File: src/rtl/bie_pkg.sv
`default_nettype none
package bie_pkg;
    localparam int unsigned NUM_VARIABLES_DEF = 64;
    localparam int unsigned NUM_LABELS_DEF = 32;
    localparam int unsigned CURSOR_BITS_DEF = 16;

    localparam logic [7:0] END_BYTE = 8'hBA;
    localparam logic [7:0] ERR_TERMINATOR = 8'hA0;
    localparam logic [7:0] ERR_OPCODE = 8'hB1;
    localparam logic [7:0] ERR_ASSIGN = 8'h01;
    localparam logic [7:0] ERR_MOVE = 8'h02;
    localparam logic [7:0] ERR_NOT = 8'h07;
    localparam logic [7:0] ERR_BOOL = 8'h08;

    localparam logic [2:0] ST_OK = 3'd0;
    localparam logic [2:0] ST_EXIT = 3'd1;
    localparam logic [2:0] ST_PROG_ERR = 3'd2;
    localparam logic [2:0] ST_USER_ERR = 3'd3;
    localparam logic [2:0] ST_NOT_LABEL = 3'd4;

    localparam logic [7:0] OP_ASSIGN = 8'd0;
    localparam logic [7:0] OP_MOVE = 8'd1;
    localparam logic [7:0] OP_ADD = 8'd2;
    localparam logic [7:0] OP_SUB = 8'd3;
    localparam logic [7:0] OP_MUL = 8'd4;
    localparam logic [7:0] OP_DIV = 8'd5;
    localparam logic [7:0] OP_INCR = 8'd6;
    localparam logic [7:0] OP_DECR = 8'd7;
    localparam logic [7:0] OP_NOT = 8'd8;
    localparam logic [7:0] OP_BOOL = 8'd9;
    localparam logic [7:0] OP_EQ = 8'd10;
    localparam logic [7:0] OP_GT = 8'd11;
    localparam logic [7:0] OP_LT = 8'd12;
    localparam logic [7:0] OP_LABEL = 8'd13;
    localparam logic [7:0] OP_JUMP = 8'd14;
    localparam logic [7:0] OP_CJUMP = 8'd15;
    localparam logic [7:0] OP_RETURN = 8'd16;
    localparam logic [7:0] OP_DEBUG = 8'd17;
    localparam logic [7:0] OP_UERR = 8'd18;
    localparam logic [7:0] OP_SETFN = 8'd19;
    localparam logic [7:0] OP_CALL = 8'd20;
    localparam logic [7:0] OP_EXIT = 8'd21;

    localparam logic [0:0] REG_VARIABLE_TAG = 1'b0;
    localparam logic [0:0] REG_IMMEDIATE_TAG = 1'b1;

    // Operation code handed to the shared arithmetic unit.
    typedef enum logic [2:0] {
        ALU_ADD,
        ALU_SUB,
        ALU_MUL,
        ALU_DIV,
        ALU_EQ,
        ALU_GT,
        ALU_LT
    } alu_op_t;

    typedef struct packed {
        logic start;
        alu_op_t op;
    } alu_ctl_t;

    typedef struct packed {
        logic busy;
        logic done;
    } alu_sts_t;
endpackage
`default_nettype wire

File: src/rtl/bie_if.sv
`default_nettype none
interface bie_in_if #(parameter int unsigned CURSOR_BITS = bie_pkg::CURSOR_BITS_DEF);
    logic valid;
    logic ready;
    logic cmd;
    logic [7:0] opcode;
    logic [7:0] type_a;
    logic [7:0] operand_a;
    logic [7:0] type_b;
    logic [7:0] operand_b;
    logic [7:0] type_c;
    logic [7:0] operand_c;
    logic [7:0] end_marker;
    logic [CURSOR_BITS-1:0] cursor;

    modport source (output valid, cmd, opcode, type_a, operand_a, type_b, operand_b,
                    type_c, operand_c, end_marker, cursor, input ready);
    modport sink (input valid, cmd, opcode, type_a, operand_a, type_b, operand_b,
                  type_c, operand_c, end_marker, cursor, output ready);
endinterface

interface bie_out_if #(parameter int unsigned CURSOR_BITS = bie_pkg::CURSOR_BITS_DEF);
    logic valid;
    logic ready;
    logic [2:0] status;
    logic [7:0] error_code;
    logic debug_valid;
    logic [7:0] debug_value;
    logic call_valid;
    logic [7:0] call_function;
    logic [7:0] call_arg_one;
    logic [7:0] call_arg_two;
    logic [7:0] call_arg_three;
    logic [CURSOR_BITS-1:0] next_cursor;
    logic jumped;

    modport source (output valid, status, error_code, debug_valid, debug_value, call_valid,
                    call_function, call_arg_one, call_arg_two, call_arg_three,
                    next_cursor, jumped, input ready);
    modport sink (input valid, status, error_code, debug_valid, debug_value, call_valid,
                  call_function, call_arg_one, call_arg_two, call_arg_three,
                  next_cursor, jumped, output ready);
endinterface
`default_nettype wire

File: src/rtl/bie_alu.sv
`default_nettype none
// Shared 8-bit arithmetic unit. Add, subtract, multiply and compares are
// registered at start; divide runs restoring, one quotient bit per cycle.
module bie_alu (
    input wire logic clk,
    input wire logic rst_n,
    input wire bie_pkg::alu_ctl_t ctl,
    input wire logic [7:0] x,
    input wire logic [7:0] y,
    output bie_pkg::alu_sts_t sts,
    output logic [7:0] result
);
    logic busy_reg, busy_next;
    logic done_reg, done_next;
    logic [2:0] cnt_reg, cnt_next;
    logic [7:0] quo_reg, quo_next;
    logic [7:0] rem_reg, rem_next;
    logic [7:0] div_reg, div_next;
    logic [7:0] res_reg, res_next;
    logic [15:0] prod;
    logic [8:0] trial;
    logic [8:0] shifted;

    assign prod = {8'd0, x} * {8'd0, y};
    assign shifted = {rem_reg, quo_reg[7]};
    assign trial = shifted - {1'b0, div_reg};

    always_comb
    begin
        busy_next = busy_reg;
        done_next = 1'b0;
        cnt_next = cnt_reg;
        quo_next = quo_reg;
        rem_next = rem_reg;
        div_next = div_reg;
        res_next = res_reg;
        if (busy_reg)
        begin
            if (trial[8])
            begin
                rem_next = shifted[7:0];
                quo_next = {quo_reg[6:0], 1'b0};
            end
            else
            begin
                rem_next = trial[7:0];
                quo_next = {quo_reg[6:0], 1'b1};
            end
            cnt_next = cnt_reg + 3'd1;
            if (cnt_reg == 3'd7)
            begin
                busy_next = 1'b0;
                done_next = 1'b1;
                res_next = quo_next;
            end
        end
        else if (ctl.start)
        begin
            case (ctl.op)
                bie_pkg::ALU_ADD: res_next = x + y;
                bie_pkg::ALU_SUB: res_next = x - y;
                bie_pkg::ALU_MUL: res_next = prod[7:0];
                bie_pkg::ALU_EQ: res_next = {7'd0, x == y};
                bie_pkg::ALU_GT: res_next = {7'd0, x > y};
                bie_pkg::ALU_LT: res_next = {7'd0, x < y};
                bie_pkg::ALU_DIV: res_next = 8'hFF;
                default: res_next = 8'd0;
            endcase
            if (ctl.op == bie_pkg::ALU_DIV && y != 8'd0)
            begin
                busy_next = 1'b1;
                cnt_next = 3'd0;
                quo_next = x;
                rem_next = 8'd0;
                div_next = y;
            end
            else
            begin
                done_next = 1'b1;
            end
        end
    end

    always_ff @(posedge clk or negedge rst_n)
    begin
        if (!rst_n)
        begin
            busy_reg <= 1'b0;
            done_reg <= 1'b0;
            cnt_reg <= 3'd0;
        end
        else
        begin
            busy_reg <= busy_next;
            done_reg <= done_next;
            cnt_reg <= cnt_next;
        end
    end

    always_ff @(posedge clk)
    begin
        quo_reg <= quo_next;
        rem_reg <= rem_next;
        div_reg <= div_next;
        res_reg <= res_next;
    end

    assign sts.busy = busy_reg;
    assign sts.done = done_reg;
    assign result = res_reg;
endmodule
`default_nettype wire

File: src/rtl/bytecode_instruction_executor.sv
`default_nettype none
// Bytecode instruction executor. One beat on the input channel carries one
// eight-byte instruction; the block answers each with exactly one result beat.
// Execution is sequential: an instruction is taken, then its three operands
// are read from the variable file one per cycle. The file has a single read
// port, and operands a, b and c are always fetched, whatever their tags. A
// decode state follows. Arithmetic and compares then run on the shared
// arithmetic unit, the result is written back, and the result beat is
// offered. Add, subtract, multiply, the compares and a divide by zero pass
// through a start state (S_ALU) and a wait state (S_WAIT) before the result
// beat is offered. A divide by a nonzero value stays in S_WAIT while the
// eight-step iterative divider runs, so it sets the worst case. Input ready
// is low while an instruction is in flight or its result has not been taken.
// After reset the variable file is cleared by a sweep over all NUM_VARIABLES
// entries, during which no instruction is accepted. The label table is held
// in flip-flops and clears at once. Configuration writes (variable and
// immediate type tags) may be made at any time the block is idle.
module bytecode_instruction_executor #(
    parameter int unsigned NUM_VARIABLES = bie_pkg::NUM_VARIABLES_DEF,
    parameter int unsigned NUM_LABELS = bie_pkg::NUM_LABELS_DEF,
    parameter int unsigned CURSOR_BITS = bie_pkg::CURSOR_BITS_DEF
) (
    input wire logic clk,
    input wire logic rst_n,
    bie_in_if.sink in_ch,
    bie_out_if.source out_ch,
    input wire logic cfg_we,
    input wire logic [0:0] cfg_index,
    input wire logic [7:0] cfg_data
);
    localparam int unsigned VB = (NUM_VARIABLES > 1) ? $clog2(NUM_VARIABLES) : 1;
    localparam int unsigned LB = (NUM_LABELS > 1) ? $clog2(NUM_LABELS) : 1;
    localparam int unsigned CB = VB + 1;

    typedef enum logic [3:0] {
        S_CLEAR,
        S_IDLE,
        S_RD_A,
        S_RD_B,
        S_RD_C,
        S_DECODE,
        S_ALU,
        S_WAIT,
        S_OUT
    } state_t;

    state_t state_reg;
    logic [CB-1:0] clr_reg;
    logic [7:0] vtag_reg, itag_reg;

    // Latched instruction.
    logic cmd_reg;
    logic [7:0] op_reg, ta_reg, va_reg, tb_reg, vb_reg, tc_reg, vc_reg, end_reg;
    logic [CURSOR_BITS-1:0] cur_reg;
    // Resolved operands (variable value read, or the operand byte itself).
    logic [7:0] xa_reg, xb_reg, xc_reg;

    logic [7:0] vars_mem [NUM_VARIABLES];
    logic [7:0] rd_data_reg;
    logic [VB-1:0] rd_addr;
    logic wr_en;
    logic [VB-1:0] wr_addr;
    logic [7:0] wr_data;

    logic [CURSOR_BITS-1:0] labels_reg [NUM_LABELS];
    logic [CURSOR_BITS-1:0] ret_reg;
    logic [7:0] ufn_reg, err_reg;

    logic [2:0] o_status_reg;
    logic o_dbg_v_reg, o_call_v_reg, o_jumped_reg;
    logic [7:0] o_dbg_reg, o_cf_reg, o_c1_reg, o_c2_reg, o_c3_reg;
    logic [CURSOR_BITS-1:0] o_next_reg;

    bie_pkg::alu_ctl_t alu_ctl;
    bie_pkg::alu_sts_t alu_sts;
    logic [7:0] alu_res;

    bie_alu u_alu (
        .clk(clk),
        .rst_n(rst_n),
        .ctl(alu_ctl),
        .x(xa_reg),
        .y(xb_reg),
        .sts(alu_sts),
        .result(alu_res)
    );

    // A tag that matches the variable tag wins when both tags are equal.
    function automatic logic is_var(input logic [7:0] t, input logic [7:0] vt);
        return t == vt;
    endfunction

    assign in_ch.ready = (state_reg == S_IDLE);
    assign out_ch.valid = (state_reg == S_OUT);

    // Read address follows the operand being fetched this cycle.
    always_comb
    begin
        case (state_reg)
            S_IDLE: rd_addr = in_ch.operand_a[VB-1:0];
            S_RD_A: rd_addr = vb_reg[VB-1:0];
            S_RD_B: rd_addr = vc_reg[VB-1:0];
            default: rd_addr = va_reg[VB-1:0];
        endcase
    end

    always_ff @(posedge clk)
    begin
        if (wr_en)
        begin
            vars_mem[wr_addr] <= wr_data;
        end
        rd_data_reg <= vars_mem[rd_addr];
    end

    logic alu_class;
    assign alu_class = (op_reg >= bie_pkg::OP_ADD && op_reg <= bie_pkg::OP_DIV)
        || (op_reg >= bie_pkg::OP_EQ && op_reg <= bie_pkg::OP_LT);

    always_comb
    begin
        alu_ctl.start = (state_reg == S_ALU);
        case (op_reg)
            bie_pkg::OP_ADD: alu_ctl.op = bie_pkg::ALU_ADD;
            bie_pkg::OP_SUB: alu_ctl.op = bie_pkg::ALU_SUB;
            bie_pkg::OP_MUL: alu_ctl.op = bie_pkg::ALU_MUL;
            bie_pkg::OP_DIV: alu_ctl.op = bie_pkg::ALU_DIV;
            bie_pkg::OP_EQ: alu_ctl.op = bie_pkg::ALU_EQ;
            bie_pkg::OP_GT: alu_ctl.op = bie_pkg::ALU_GT;
            default: alu_ctl.op = bie_pkg::ALU_LT;
        endcase
    end

    // Write port: clearing sweep, decode-time writes, or the ALU result.
    logic dec_we;
    logic [VB-1:0] dec_wa;
    logic [7:0] dec_wd;
    logic [7:0] raw_a;

    always_comb
    begin
        raw_a = rd_data_reg;
        dec_we = 1'b0;
        dec_wa = va_reg[VB-1:0];
        dec_wd = 8'd0;
        if (state_reg == S_DECODE && end_reg == bie_pkg::END_BYTE && !cmd_reg)
        begin
            case (op_reg)
                bie_pkg::OP_ASSIGN:
                begin
                    dec_we = is_var(ta_reg, vtag_reg) && tb_reg == itag_reg;
                    dec_wd = vb_reg;
                end
                bie_pkg::OP_MOVE:
                begin
                    dec_we = is_var(ta_reg, vtag_reg) && is_var(tb_reg, vtag_reg);
                    dec_wa = vb_reg[VB-1:0];
                    dec_wd = raw_a;
                end
                bie_pkg::OP_INCR:
                begin
                    dec_we = 1'b1;
                    dec_wd = raw_a + 8'd1;
                end
                bie_pkg::OP_DECR:
                begin
                    dec_we = 1'b1;
                    dec_wd = raw_a - 8'd1;
                end
                bie_pkg::OP_NOT:
                begin
                    dec_we = is_var(ta_reg, vtag_reg);
                    dec_wd = {7'd0, raw_a == 8'd0};
                end
                bie_pkg::OP_BOOL:
                begin
                    dec_we = is_var(ta_reg, vtag_reg);
                    dec_wd = {7'd0, raw_a != 8'd0};
                end
                default: dec_we = 1'b0;
            endcase
        end
    end

    always_comb
    begin
        if (state_reg == S_CLEAR)
        begin
            wr_en = 1'b1;
            wr_addr = clr_reg[VB-1:0];
            wr_data = 8'd0;
        end
        else if (state_reg == S_WAIT && alu_sts.done)
        begin
            wr_en = 1'b1;
            wr_addr = vc_reg[VB-1:0];
            wr_data = alu_res;
        end
        else
        begin
            wr_en = dec_we;
            wr_addr = dec_wa;
            wr_data = dec_wd;
        end
    end

    always_ff @(posedge clk or negedge rst_n)
    begin
        if (!rst_n)
        begin
            state_reg <= S_CLEAR;
            clr_reg <= '0;
            vtag_reg <= 8'd0;
            itag_reg <= 8'd1;
            ret_reg <= '0;
            ufn_reg <= 8'd0;
            err_reg <= 8'd0;
            xa_reg <= 8'd0;
            xb_reg <= 8'd0;
            xc_reg <= 8'd0;
            o_status_reg <= bie_pkg::ST_OK;
            o_dbg_v_reg <= 1'b0;
            o_dbg_reg <= 8'd0;
            o_call_v_reg <= 1'b0;
            o_cf_reg <= 8'd0;
            o_c1_reg <= 8'd0;
            o_c2_reg <= 8'd0;
            o_c3_reg <= 8'd0;
            o_next_reg <= '0;
            o_jumped_reg <= 1'b0;
            for (int i = 0; i < NUM_LABELS; i++)
            begin
                labels_reg[i] <= '0;
            end
        end
        else
        begin
            if (cfg_we)
            begin
                if (cfg_index == bie_pkg::REG_VARIABLE_TAG)
                begin
                    vtag_reg <= cfg_data;
                end
                else
                begin
                    itag_reg <= cfg_data;
                end
            end
            case (state_reg)
                S_CLEAR:
                begin
                    clr_reg <= clr_reg + 1'b1;
                    if (clr_reg == CB'(NUM_VARIABLES - 1))
                    begin
                        state_reg <= S_IDLE;
                    end
                end
                S_IDLE:
                begin
                    if (in_ch.valid)
                    begin
                        state_reg <= S_RD_A;
                    end
                end
                S_RD_A:
                begin
                    xa_reg <= is_var(ta_reg, vtag_reg) ? rd_data_reg : va_reg;
                    state_reg <= S_RD_B;
                end
                S_RD_B:
                begin
                    xb_reg <= is_var(tb_reg, vtag_reg) ? rd_data_reg : vb_reg;
                    state_reg <= S_RD_C;
                end
                S_RD_C:
                begin
                    xc_reg <= is_var(tc_reg, vtag_reg) ? rd_data_reg : vc_reg;
                    state_reg <= S_DECODE;
                end
                S_DECODE:
                begin
                    o_status_reg <= bie_pkg::ST_OK;
                    o_dbg_v_reg <= 1'b0;
                    o_dbg_reg <= 8'd0;
                    o_call_v_reg <= 1'b0;
                    o_cf_reg <= 8'd0;
                    o_c1_reg <= 8'd0;
                    o_c2_reg <= 8'd0;
                    o_c3_reg <= 8'd0;
                    o_next_reg <= cur_reg;
                    o_jumped_reg <= 1'b0;
                    state_reg <= S_OUT;
                    if (end_reg != bie_pkg::END_BYTE)
                    begin
                        err_reg <= bie_pkg::ERR_TERMINATOR;
                        o_status_reg <= bie_pkg::ST_PROG_ERR;
                    end
                    else if (cmd_reg)
                    begin
                        if (op_reg == bie_pkg::OP_LABEL)
                        begin
                            labels_reg[xa_reg[LB-1:0]] <= cur_reg;
                        end
                        else if (op_reg == bie_pkg::OP_EXIT)
                        begin
                            o_status_reg <= bie_pkg::ST_EXIT;
                        end
                        else
                        begin
                            o_status_reg <= bie_pkg::ST_NOT_LABEL;
                        end
                    end
                    else if (op_reg == bie_pkg::OP_ASSIGN)
                    begin
                        if (!is_var(ta_reg, vtag_reg) || tb_reg != itag_reg)
                        begin
                            err_reg <= bie_pkg::ERR_ASSIGN;
                            o_status_reg <= bie_pkg::ST_PROG_ERR;
                        end
                    end
                    else if (op_reg == bie_pkg::OP_MOVE)
                    begin
                        if (!is_var(ta_reg, vtag_reg) || !is_var(tb_reg, vtag_reg))
                        begin
                            err_reg <= bie_pkg::ERR_MOVE;
                            o_status_reg <= bie_pkg::ST_PROG_ERR;
                        end
                    end
                    else if (alu_class)
                    begin
                        if (!is_var(tc_reg, vtag_reg))
                        begin
                            err_reg <= (op_reg <= bie_pkg::OP_DIV) ? op_reg + 8'd1
                                                                    : op_reg - 8'd1;
                            o_status_reg <= bie_pkg::ST_PROG_ERR;
                        end
                        else
                        begin
                            state_reg <= S_ALU;
                        end
                    end
                    else
                    begin
                        case (op_reg)
                            bie_pkg::OP_INCR, bie_pkg::OP_DECR: ;
                            bie_pkg::OP_NOT:
                            begin
                                if (!is_var(ta_reg, vtag_reg))
                                begin
                                    err_reg <= bie_pkg::ERR_NOT;
                                    o_status_reg <= bie_pkg::ST_PROG_ERR;
                                end
                            end
                            bie_pkg::OP_BOOL:
                            begin
                                if (!is_var(ta_reg, vtag_reg))
                                begin
                                    err_reg <= bie_pkg::ERR_BOOL;
                                    o_status_reg <= bie_pkg::ST_PROG_ERR;
                                end
                            end
                            bie_pkg::OP_LABEL: labels_reg[xa_reg[LB-1:0]] <= cur_reg;
                            bie_pkg::OP_JUMP:
                            begin
                                ret_reg <= cur_reg;
                                o_next_reg <= labels_reg[xa_reg[LB-1:0]];
                                o_jumped_reg <= 1'b1;
                            end
                            bie_pkg::OP_CJUMP:
                            begin
                                if (xa_reg == xb_reg)
                                begin
                                    o_next_reg <= labels_reg[xc_reg[LB-1:0]];
                                    o_jumped_reg <= 1'b1;
                                end
                            end
                            bie_pkg::OP_RETURN:
                            begin
                                o_next_reg <= ret_reg;
                                o_jumped_reg <= 1'b1;
                            end
                            bie_pkg::OP_DEBUG:
                            begin
                                o_dbg_v_reg <= 1'b1;
                                o_dbg_reg <= xa_reg;
                            end
                            bie_pkg::OP_UERR:
                            begin
                                err_reg <= xa_reg;
                                o_status_reg <= bie_pkg::ST_USER_ERR;
                            end
                            bie_pkg::OP_SETFN: ufn_reg <= xa_reg;
                            bie_pkg::OP_CALL:
                            begin
                                o_call_v_reg <= 1'b1;
                                o_cf_reg <= ufn_reg;
                                o_c1_reg <= xa_reg;
                                o_c2_reg <= xb_reg;
                                o_c3_reg <= xc_reg;
                            end
                            bie_pkg::OP_EXIT: o_status_reg <= bie_pkg::ST_EXIT;
                            default:
                            begin
                                err_reg <= bie_pkg::ERR_OPCODE;
                                o_status_reg <= bie_pkg::ST_PROG_ERR;
                            end
                        endcase
                    end
                end
                S_ALU: state_reg <= S_WAIT;
                S_WAIT:
                begin
                    if (alu_sts.done)
                    begin
                        state_reg <= S_OUT;
                    end
                end
                S_OUT:
                begin
                    if (out_ch.ready)
                    begin
                        state_reg <= S_IDLE;
                    end
                end
                default: state_reg <= S_IDLE;
            endcase
        end
    end

    // Instruction latch; payload only, no reset needed.
    always_ff @(posedge clk)
    begin
        if (state_reg == S_IDLE && in_ch.valid)
        begin
            cmd_reg <= in_ch.cmd;
            op_reg <= in_ch.opcode;
            ta_reg <= in_ch.type_a;
            va_reg <= in_ch.operand_a;
            tb_reg <= in_ch.type_b;
            vb_reg <= in_ch.operand_b;
            tc_reg <= in_ch.type_c;
            vc_reg <= in_ch.operand_c;
            end_reg <= in_ch.end_marker;
            cur_reg <= in_ch.cursor;
        end
    end

    // The decode writes of incr/decr/not/bool/move use the value read for
    // operand a, which the read port fetches again while operand c is taken.
    assign out_ch.status = o_status_reg;
    assign out_ch.error_code = err_reg;
    assign out_ch.debug_valid = o_dbg_v_reg;
    assign out_ch.debug_value = o_dbg_reg;
    assign out_ch.call_valid = o_call_v_reg;
    assign out_ch.call_function = o_cf_reg;
    assign out_ch.call_arg_one = o_c1_reg;
    assign out_ch.call_arg_two = o_c2_reg;
    assign out_ch.call_arg_three = o_c3_reg;
    assign out_ch.next_cursor = o_next_reg;
    assign out_ch.jumped = o_jumped_reg;

    // Input is refused whenever a result beat is pending.
    a_no_accept_while_out: assert property (@(posedge clk) disable iff (!rst_n)
        out_ch.valid |-> !in_ch.ready)
        else $error("input ready while result pending");

    // A pending result beat holds until taken.
    a_out_hold: assert property (@(posedge clk) disable iff (!rst_n)
        (out_ch.valid && !out_ch.ready) |=> out_ch.valid)
        else $error("result beat dropped");

    // The divider is only busy while the sequencer waits for it.
    a_alu_busy: assert property (@(posedge clk) disable iff (!rst_n)
        alu_sts.busy |-> (state_reg == S_WAIT))
        else $error("divider busy outside wait");

    // Only one of debug and call output can be raised in a result.
    a_dbg_call: assert property (@(posedge clk) disable iff (!rst_n)
        out_ch.valid |-> !(out_ch.debug_valid && out_ch.call_valid))
        else $error("debug and call both set");
endmodule
`default_nettype wire

File: src/flat_wrapper.sv
// flat-port wrapper written by rule: the top's interface ports become plain ports
module bytecode_instruction_executor_flat 
#(
    parameter int unsigned NUM_VARIABLES = bie_pkg::NUM_VARIABLES_DEF,
    parameter int unsigned NUM_LABELS = bie_pkg::NUM_LABELS_DEF,
    parameter int unsigned CURSOR_BITS = bie_pkg::CURSOR_BITS_DEF
)
  (clk, rst_n, cfg_we, cfg_index, cfg_data, in_ch_valid, in_ch_cmd, in_ch_opcode, in_ch_type_a, in_ch_operand_a, in_ch_type_b, in_ch_operand_b, in_ch_type_c, in_ch_operand_c, in_ch_end_marker, in_ch_cursor, in_ch_ready, out_ch_valid, out_ch_status, out_ch_error_code, out_ch_debug_valid, out_ch_debug_value, out_ch_call_valid, out_ch_call_function, out_ch_call_arg_one, out_ch_call_arg_two, out_ch_call_arg_three, out_ch_next_cursor, out_ch_jumped, out_ch_ready);
  bie_in_if #(.CURSOR_BITS(CURSOR_BITS)) in_ch_i ();
  bie_out_if #(.CURSOR_BITS(CURSOR_BITS)) out_ch_i ();
  input wire logic clk;
  input wire logic rst_n;
  input wire logic cfg_we;
  input wire logic [0:0] cfg_index;
  input wire logic [7:0] cfg_data;
  input wire logic [$bits(in_ch_i.valid)-1:0] in_ch_valid;
  input wire logic [$bits(in_ch_i.cmd)-1:0] in_ch_cmd;
  input wire logic [$bits(in_ch_i.opcode)-1:0] in_ch_opcode;
  input wire logic [$bits(in_ch_i.type_a)-1:0] in_ch_type_a;
  input wire logic [$bits(in_ch_i.operand_a)-1:0] in_ch_operand_a;
  input wire logic [$bits(in_ch_i.type_b)-1:0] in_ch_type_b;
  input wire logic [$bits(in_ch_i.operand_b)-1:0] in_ch_operand_b;
  input wire logic [$bits(in_ch_i.type_c)-1:0] in_ch_type_c;
  input wire logic [$bits(in_ch_i.operand_c)-1:0] in_ch_operand_c;
  input wire logic [$bits(in_ch_i.end_marker)-1:0] in_ch_end_marker;
  input wire logic [$bits(in_ch_i.cursor)-1:0] in_ch_cursor;
  output wire logic [$bits(in_ch_i.ready)-1:0] in_ch_ready;
  output wire logic [$bits(out_ch_i.valid)-1:0] out_ch_valid;
  output wire logic [$bits(out_ch_i.status)-1:0] out_ch_status;
  output wire logic [$bits(out_ch_i.error_code)-1:0] out_ch_error_code;
  output wire logic [$bits(out_ch_i.debug_valid)-1:0] out_ch_debug_valid;
  output wire logic [$bits(out_ch_i.debug_value)-1:0] out_ch_debug_value;
  output wire logic [$bits(out_ch_i.call_valid)-1:0] out_ch_call_valid;
  output wire logic [$bits(out_ch_i.call_function)-1:0] out_ch_call_function;
  output wire logic [$bits(out_ch_i.call_arg_one)-1:0] out_ch_call_arg_one;
  output wire logic [$bits(out_ch_i.call_arg_two)-1:0] out_ch_call_arg_two;
  output wire logic [$bits(out_ch_i.call_arg_three)-1:0] out_ch_call_arg_three;
  output wire logic [$bits(out_ch_i.next_cursor)-1:0] out_ch_next_cursor;
  output wire logic [$bits(out_ch_i.jumped)-1:0] out_ch_jumped;
  input wire logic [$bits(out_ch_i.ready)-1:0] out_ch_ready;
  assign in_ch_i.valid = in_ch_valid;
  assign in_ch_i.cmd = in_ch_cmd;
  assign in_ch_i.opcode = in_ch_opcode;
  assign in_ch_i.type_a = in_ch_type_a;
  assign in_ch_i.operand_a = in_ch_operand_a;
  assign in_ch_i.type_b = in_ch_type_b;
  assign in_ch_i.operand_b = in_ch_operand_b;
  assign in_ch_i.type_c = in_ch_type_c;
  assign in_ch_i.operand_c = in_ch_operand_c;
  assign in_ch_i.end_marker = in_ch_end_marker;
  assign in_ch_i.cursor = in_ch_cursor;
  assign in_ch_ready = in_ch_i.ready;
  assign out_ch_valid = out_ch_i.valid;
  assign out_ch_status = out_ch_i.status;
  assign out_ch_error_code = out_ch_i.error_code;
  assign out_ch_debug_valid = out_ch_i.debug_valid;
  assign out_ch_debug_value = out_ch_i.debug_value;
  assign out_ch_call_valid = out_ch_i.call_valid;
  assign out_ch_call_function = out_ch_i.call_function;
  assign out_ch_call_arg_one = out_ch_i.call_arg_one;
  assign out_ch_call_arg_two = out_ch_i.call_arg_two;
  assign out_ch_call_arg_three = out_ch_i.call_arg_three;
  assign out_ch_next_cursor = out_ch_i.next_cursor;
  assign out_ch_jumped = out_ch_i.jumped;
  assign out_ch_i.ready = out_ch_ready;
  bytecode_instruction_executor #(.NUM_VARIABLES(NUM_VARIABLES), .NUM_LABELS(NUM_LABELS), .CURSOR_BITS(CURSOR_BITS)) u_core (.clk(clk), .rst_n(rst_n), .in_ch(in_ch_i), .out_ch(out_ch_i), .cfg_we(cfg_we), .cfg_index(cfg_index), .cfg_data(cfg_data));
endmodule
File: config.mk
export PLATFORM = sky130hd
export DESIGN_NAME = bytecode_instruction_executor_flat
export DESIGN_NICKNAME = d
export VERILOG_FILES = /design/src/rtl/bie_pkg.sv /design/src/rtl/bie_if.sv /design/src/rtl/bie_alu.sv /design/src/rtl/bytecode_instruction_executor.sv /design/src/flat_wrapper.sv
export SDC_FILE = /design/constraint.sdc
export NUM_CORES = 2
export LEC_CHECK = 0
export BUFFER_PORTS_ARGS = -buffer_cell sky130_fd_sc_hd__buf_2
export CORE_UTILIZATION = 35
export CTS_CLUSTER_DIAMETER = 60
export CTS_CLUSTER_SIZE = 25
export DETAILED_ROUTE_END_ITERATION = 16
export PLACE_DENSITY_LB_ADDON = 0.15
export SETUP_SLACK_MARGIN = 0.2
export SLEW_MARGIN = 20
export SYNTH_ARGS = -nofsm -noshare
export SYNTH_HDL_FRONTEND = slang
export SYNTH_HIERARCHICAL = 1
export SYNTH_SLANG_ARGS = --single-unit
File: constraint.sdc
create_clock -name clk -period 6.1 [get_ports clk]
set_input_delay 0.61 -clock clk [delete_from_list [all_inputs] [get_ports clk]]
set_output_delay 0.61 -clock clk [all_outputs]
set_load 0.02 [all_outputs]
Word level (Yosys, flattened, before mapping)
Memory sizes are Yosys's and may differ from the RTL's. A register that Yosys moved wholly into a read port is not among the register bits. Cells that the tools add are included.

Bitwise logic cells: 9. Add/subtract/negate cells: 9. Muxes and demuxes: 147. Multiply operators: 1. Eq/ne operators: 59. Reductions and logical operators: 39. $lt $le $gt $ge: 9.

Operators by type and width (number): two-way mux 512 bit (5); bitwise mux 512 bit (1); two-way mux 8 bit (57); two-way mux 16 bit (11); binary-select mux 16 bit (select 5 bit) (2); demux 16 bit (select 5 bit) (1); equality test 8 x 4 -> 1 bit, second input constant (7); case mux 8 bit (7 select lines) (1); equality test 8 x 5 -> 1 bit, second input constant (6); case mux 16 bit (3 select lines) (1); case mux 8 bit (6 select lines) (1); equality test 8 bit (5); two-way mux 4 bit (10); case mux 4 bit (9 select lines) (1); equality test 8 x 3 -> 1 bit, second input constant (4); two-way mux 1 bit (32); case mux 8 bit (4 select lines) (1); two-way mux 3 bit (10); two-way mux 6 bit (4); case mux 3 bit (6 select lines) (1); case mux 6 bit (3 select lines) (1); adder 8 x 1 -> 8 bit, second input constant (2); equality test 4 x 3 -> 1 bit, second input constant (4); equality test 8 x 2 -> 1 bit, second input constant (2); other kinds (56) (103).

Register bits after elaboration: 775. Memories kept: 1. Memory bits (writable): 512. Bits of input ports: 95.

Memories: u_core.vars_mem (words 64, bits a word 8, read ports 1, clocked after memory_dff 1, write ports 1, RTL line bytecode_instruction_executor.sv:58) `logic [7:0] vars_mem [NUM_VARIABLES];`.

Depth between registers and ports, before layout
Depth in word-level cells: 11. Gate-level depth with buffers: 17.

Cells and area by module
The synthesis kept the hierarchy.

Modules (own cells, without submodules): bytecode_instruction_executor (area an instance 57876.8 sq um, cells each 3807, instances 1, sequential area each 34409.3 sq um); bie_alu (area an instance 3559.7 sq um, cells each 378, instances 1, sequential area each 1086.0 sq um).

Least setup slack after synthesis
No wires, ideal clock.

Path type: reg-to-reg. Start point: register u_core.op_reg[4]. End point: memory u_core.vars_mem[0][6] (data pin). Library setup time: 0.702 ns. Arrival: 5.312 ns. Clock period less this slack: 6.014 ns. Cell stages (with the launch flop): 13. Path slack: 0.086 ns. Cell sequence: edfxtp_1 or4_4 clkbuf_8 nor2_1 and3_1 ha_1 a21o_1 a21oi_1 o21bai_1 a21oi_1 xnor2_1 a222oi_1 o21ai_0.

Cells in the longest elaborated chain, start to end: 5. Elaborated cells between the ends (all ways): 10. Classes of those cells: eq/ne: 5; mux: 4; reduce/logical: 1.

RTL lines: from (decl) (RTL line bytecode_instruction_executor.sv:53) `logic [7:0] op_reg, ta_reg, va_reg, tb_reg, vb_reg, tc_reg, vc_reg, end_reg;`; from (signal assigned) (RTL line bytecode_instruction_executor.sv:436) `op_reg <= in_ch.opcode;`; equality test 8 x 4 -> 1 bit (tied with other cells) (RTL line bytecode_instruction_executor.sv:148) `case (op_reg)`; case mux 8 bit (6 select lines) (*) (RTL line bytecode_instruction_executor.sv:148); two-way mux 8 bit (*) (RTL line bytecode_instruction_executor.sv:146) `if (state_reg == S_DECODE && end_reg == bie_pkg::END_BYTE && !cmd_reg)`; two-way mux 8 bit (*) (RTL line bytecode_instruction_executor.sv:193) `else if (state_reg == S_WAIT && alu_sts.done)`; two-way mux 8 bit (*) (RTL line bytecode_instruction_executor.sv:187) `if (state_reg == S_CLEAR)`; via u_core.wr_data[6] (RTL line bytecode_instruction_executor.sv:63) `logic [7:0] wr_data;`; to (decl) (RTL line bytecode_instruction_executor.sv:58).

The timed path passes the listed nets; every way through them passes the cells marked *.

Worst setup path after layout
Start point: register u_core.op_reg[1]. End point: memory u_core.vars_mem[13][5] (enable).

Cells in the longest elaborated chain, start to end: 8. Elaborated cells between the ends (all ways): 18. Classes of those cells: eq/ne: 5; mux: 10; reduce/logical: 3.

RTL lines: equality test 8 x 4 -> 1 bit or equality test 8 x 3 -> 1 bit (tied branches) (RTL line bytecode_instruction_executor.sv:148); OR reduction 2 bit (no source line); case mux 1 bit (4 select lines) (RTL line bytecode_instruction_executor.sv:148); two-way mux 1 bit (RTL line bytecode_instruction_executor.sv:146); two-way mux 1 bit (RTL line bytecode_instruction_executor.sv:193); two-way mux 1 bit (RTL line bytecode_instruction_executor.sv:187); two-way mux 1 bit (RTL line bytecode_instruction_executor.sv:109) `if (wr_en)`; two-way mux 1 bit (implied by the code) (RTL line bytecode_instruction_executor.sv:111) `vars_mem[wr_addr] <= wr_data;`.

Several ways; a longest one is shown, not always the timed one.

==> results.py <==
metrics = {
    "sta": {
        "setup_slack_ns": 1.26,
        "worst_pin_slew_ns": 1.05,
        "fin_worst_skew_ns": 0.0361,
        "rsz0062_at_grt": "false",
        "fin_crit_ns": 4.84,
        "tns_ns": 0,
        "fin_crit_sh_pct": 79.3,
        "finalHoldViolations": 0,
        "fmax_mhz": 207,
        "slew_viol_final": 0,
        "slew_headroom_pct": 27.9,
        "setup_viol": 0,
    },
    "pwr": {
        "internal-power_w": 0.0133,
        "p_comb_share_pct": 1.4,
        "p_clk_share_pct": 45.9,
        "p_per_area_nw_per_um2": 248,
        "p_seq_share_pct": 52.7,
        "p_sw_w": 0.00399,
        "leakage_nw": 27.3,
        "total_power_w": 0.0173,
        "ir_drop_mv": 0.259,
        "netSwitchingFraction_pct": 23.1,
    },
    "layout": {
        "final_cell_mix": "dfrtp_1 (655), edfxtp_1 (625), mux2_2 (557), mux4_2 (288), nand2_1 (230)",
        "diodes": 0,
        "fill_cells": 16000,
        "nNetsFinal": 4489,
        "syn2layout_area_growth_pct": 13.6,
        "seq_area_sq_um": 35500,
        "multi_input_area_sq_um": 24400,
        "drive_gt1_share_pct": 32.2,
        "final_common_cell": "dfrtp_1",
    },
    "worst_setup_path": {
        "reg2reg_slack_ns": 1.26,
        "r2r_end": "u_core/vars_mem[13][5]",
        "cp.arrival_ns": 5.22,
        "cp_max_fo": 15,
        "cp.required_ns": 6.49,
        "start_kind": "flop",
        "timing.rr.start": "u_core/op_reg[1]",
        "crit_path_end_kind": "flop",
        "crit_type": "reg2reg",
        "worstRegToRegCells": 9,
    },
    "grt": {
        "grt_pass1_wl_mm": 275,
        "overflow": 0,
        "grt_max_degree": 138,
        "track_usage_pct": 20.8,
        "first_global_vias": 38500,
        "grt_antenna_before_repair": 0,
    },
    "cts": {
        "clock-sinks": 1295,
        "cts_buffers": 116,
        "cts.clk_slew.worst_paths_ns": 0.08,
        "cts_resized": 0,
        "post_cts_buffers": 0,
        "postCtsHoldBufs": 63,
        "cts_max_level": 3,
        "cts_tree": "yes",
        "clock_path_buffers": 3,
        "clockRootBuffer": "clkbuf_16",
        "clk_latency_ns": 0.78,
    },
    "floorplan": {
        "rows": 153,
        "die_h_microns": 421,
        "die_x_microns": 421,
        "dieArea_sq_um": 177000,
        "initial_utilization_pct": 35.3,
        "io_pins": 167,
        "core_area_sq_um": 174000,
    },
    "route": {
        "post_drt_wl_per_cell_microns": 27.6,
        "drc": 0,
        "dr.pass1.iters": 8,
        "routed-via-count": 37800,
        "antenna_left": 0,
        "vias_per_cell": 5.60,
        "drt_iter0_markers": 3024,
        "drt-total-wl_mm": 186,
    },
    "placement": {
        "pre_cts_ws_ns": 1.43,
        "place_congestion": 0.845,
        "hpwl_mm": 118,
        "port-buffer-count": 166,
    },
    "yosys": {
        "netlist_area_sq_um": 61400,
        "syn_area_per_cell_sq_um": 14.7,
        "syn_nets": 4348,
        "synth_cells": 4184,
        "yosys_warnings": 6,
    },
    "worst_hold_path": {
        "min_from": "in_ch_operand_b[5]",
        "hold-path-endpoint": "u_core/vb_reg[5]",
        "min_path_type": "in2reg",
        "min_path_cells": 1,
    },
    "run": {
        "maxCapViolCount": 0,
    },
    "outcome": {
        "outcome": "completed",
    },
}
==> worst max-delay path, stage by stage (launching register included) <==
cell	delay (ns)
edfxtp_1	0.50
inv_1	0.17
ha_1	0.43
nor2b_1	0.28
and3_1	0.65
nand3_1	0.16
a31oi_1	0.50
a31oi_1	0.30
nand3b_1	0.61
nor2_1	0.85
==> metrics by stage <==
step	cell area (sq um)	std cells	util (%)	hold WS (ns)
5_1_grt	69800	6751	40.1	0.0222
3_3_place_gp	65000	6465	37.3	0.450
6_report	69800	6751	40.1	0.0712
2_1_floorplan	61400	4184	-	0.314
4_1_cts	69800	6750	40.1	0.0114
3_5_place_dp	65000	6468	37.4	0.452
==> routing by layer <==
| metal | part of all wire [%] | vias up | wire [microns] | GRT usage [%] |
|---|---|---|---|---|
| met1 | 44 | 20100 | 82700 | 28.7 |
| met3 | 4.2 | 235 | 7790 | 2.77 |
| met4 | 3.0 | 0 | 5620 | 6.31 |
| met5 | 0 | - | 0 | 0 |
| met2 | 48 | 908 | 90300 | 34.1 |
| li1 | - | 16600 | - | - |
==> area by class of cell <==
| type | count | area share, % |
|---|---|---|
| sequential | 1295 | 50.9 |
| multi-input combinational | 2491 | 35.0 |
| clock buffer | 128 | 4.36 |
| tap | 2325 | 4.17 |
| timing repair buffer | 342 | 3.64 |
| clock inverter | 91 | 1.53 |
| inverter | 79 | 0.425 |
==> how the worst max path moves through the flow <==
stage / start / endpoint / slack [ns]
4_1_cts: u_core/xb_reg[4] / u_core/u_alu/result[7] / 1.40
3_5_place_dp: u_core/op_reg[1] / u_core/vars_mem[21][5] / 1.43
2_1_floorplan: u_core/op_reg[4] / u_core/vars_mem[0][4] / 0.33
5_1_grt: u_core/op_reg[1] / u_core/vars_mem[51][4] / 1.03
3_3_place_gp: u_core/xb_reg[4] / u_core/u_alu/result[7] / 1.45
6_report: u_core/op_reg[1] / u_core/vars_mem[13][5] / 1.26
==> power by group through the flow <==
stage | logic (W) | registers, W | clock network, W
after floorplan | 0.0000468 | 0.00931 | 0
after global placement | 0.000210 | 0.00931 | 0
after detailed placement | 0.000210 | 0.00931 | 0
after CTS | 0.000245 | 0.00913 | 0.00817
after global routing | 0.000264 | 0.00913 | 0.00847
final | 0.000235 | 0.00913 | 0.00795
No activity file was read; power rests on OpenSTA's default activity.
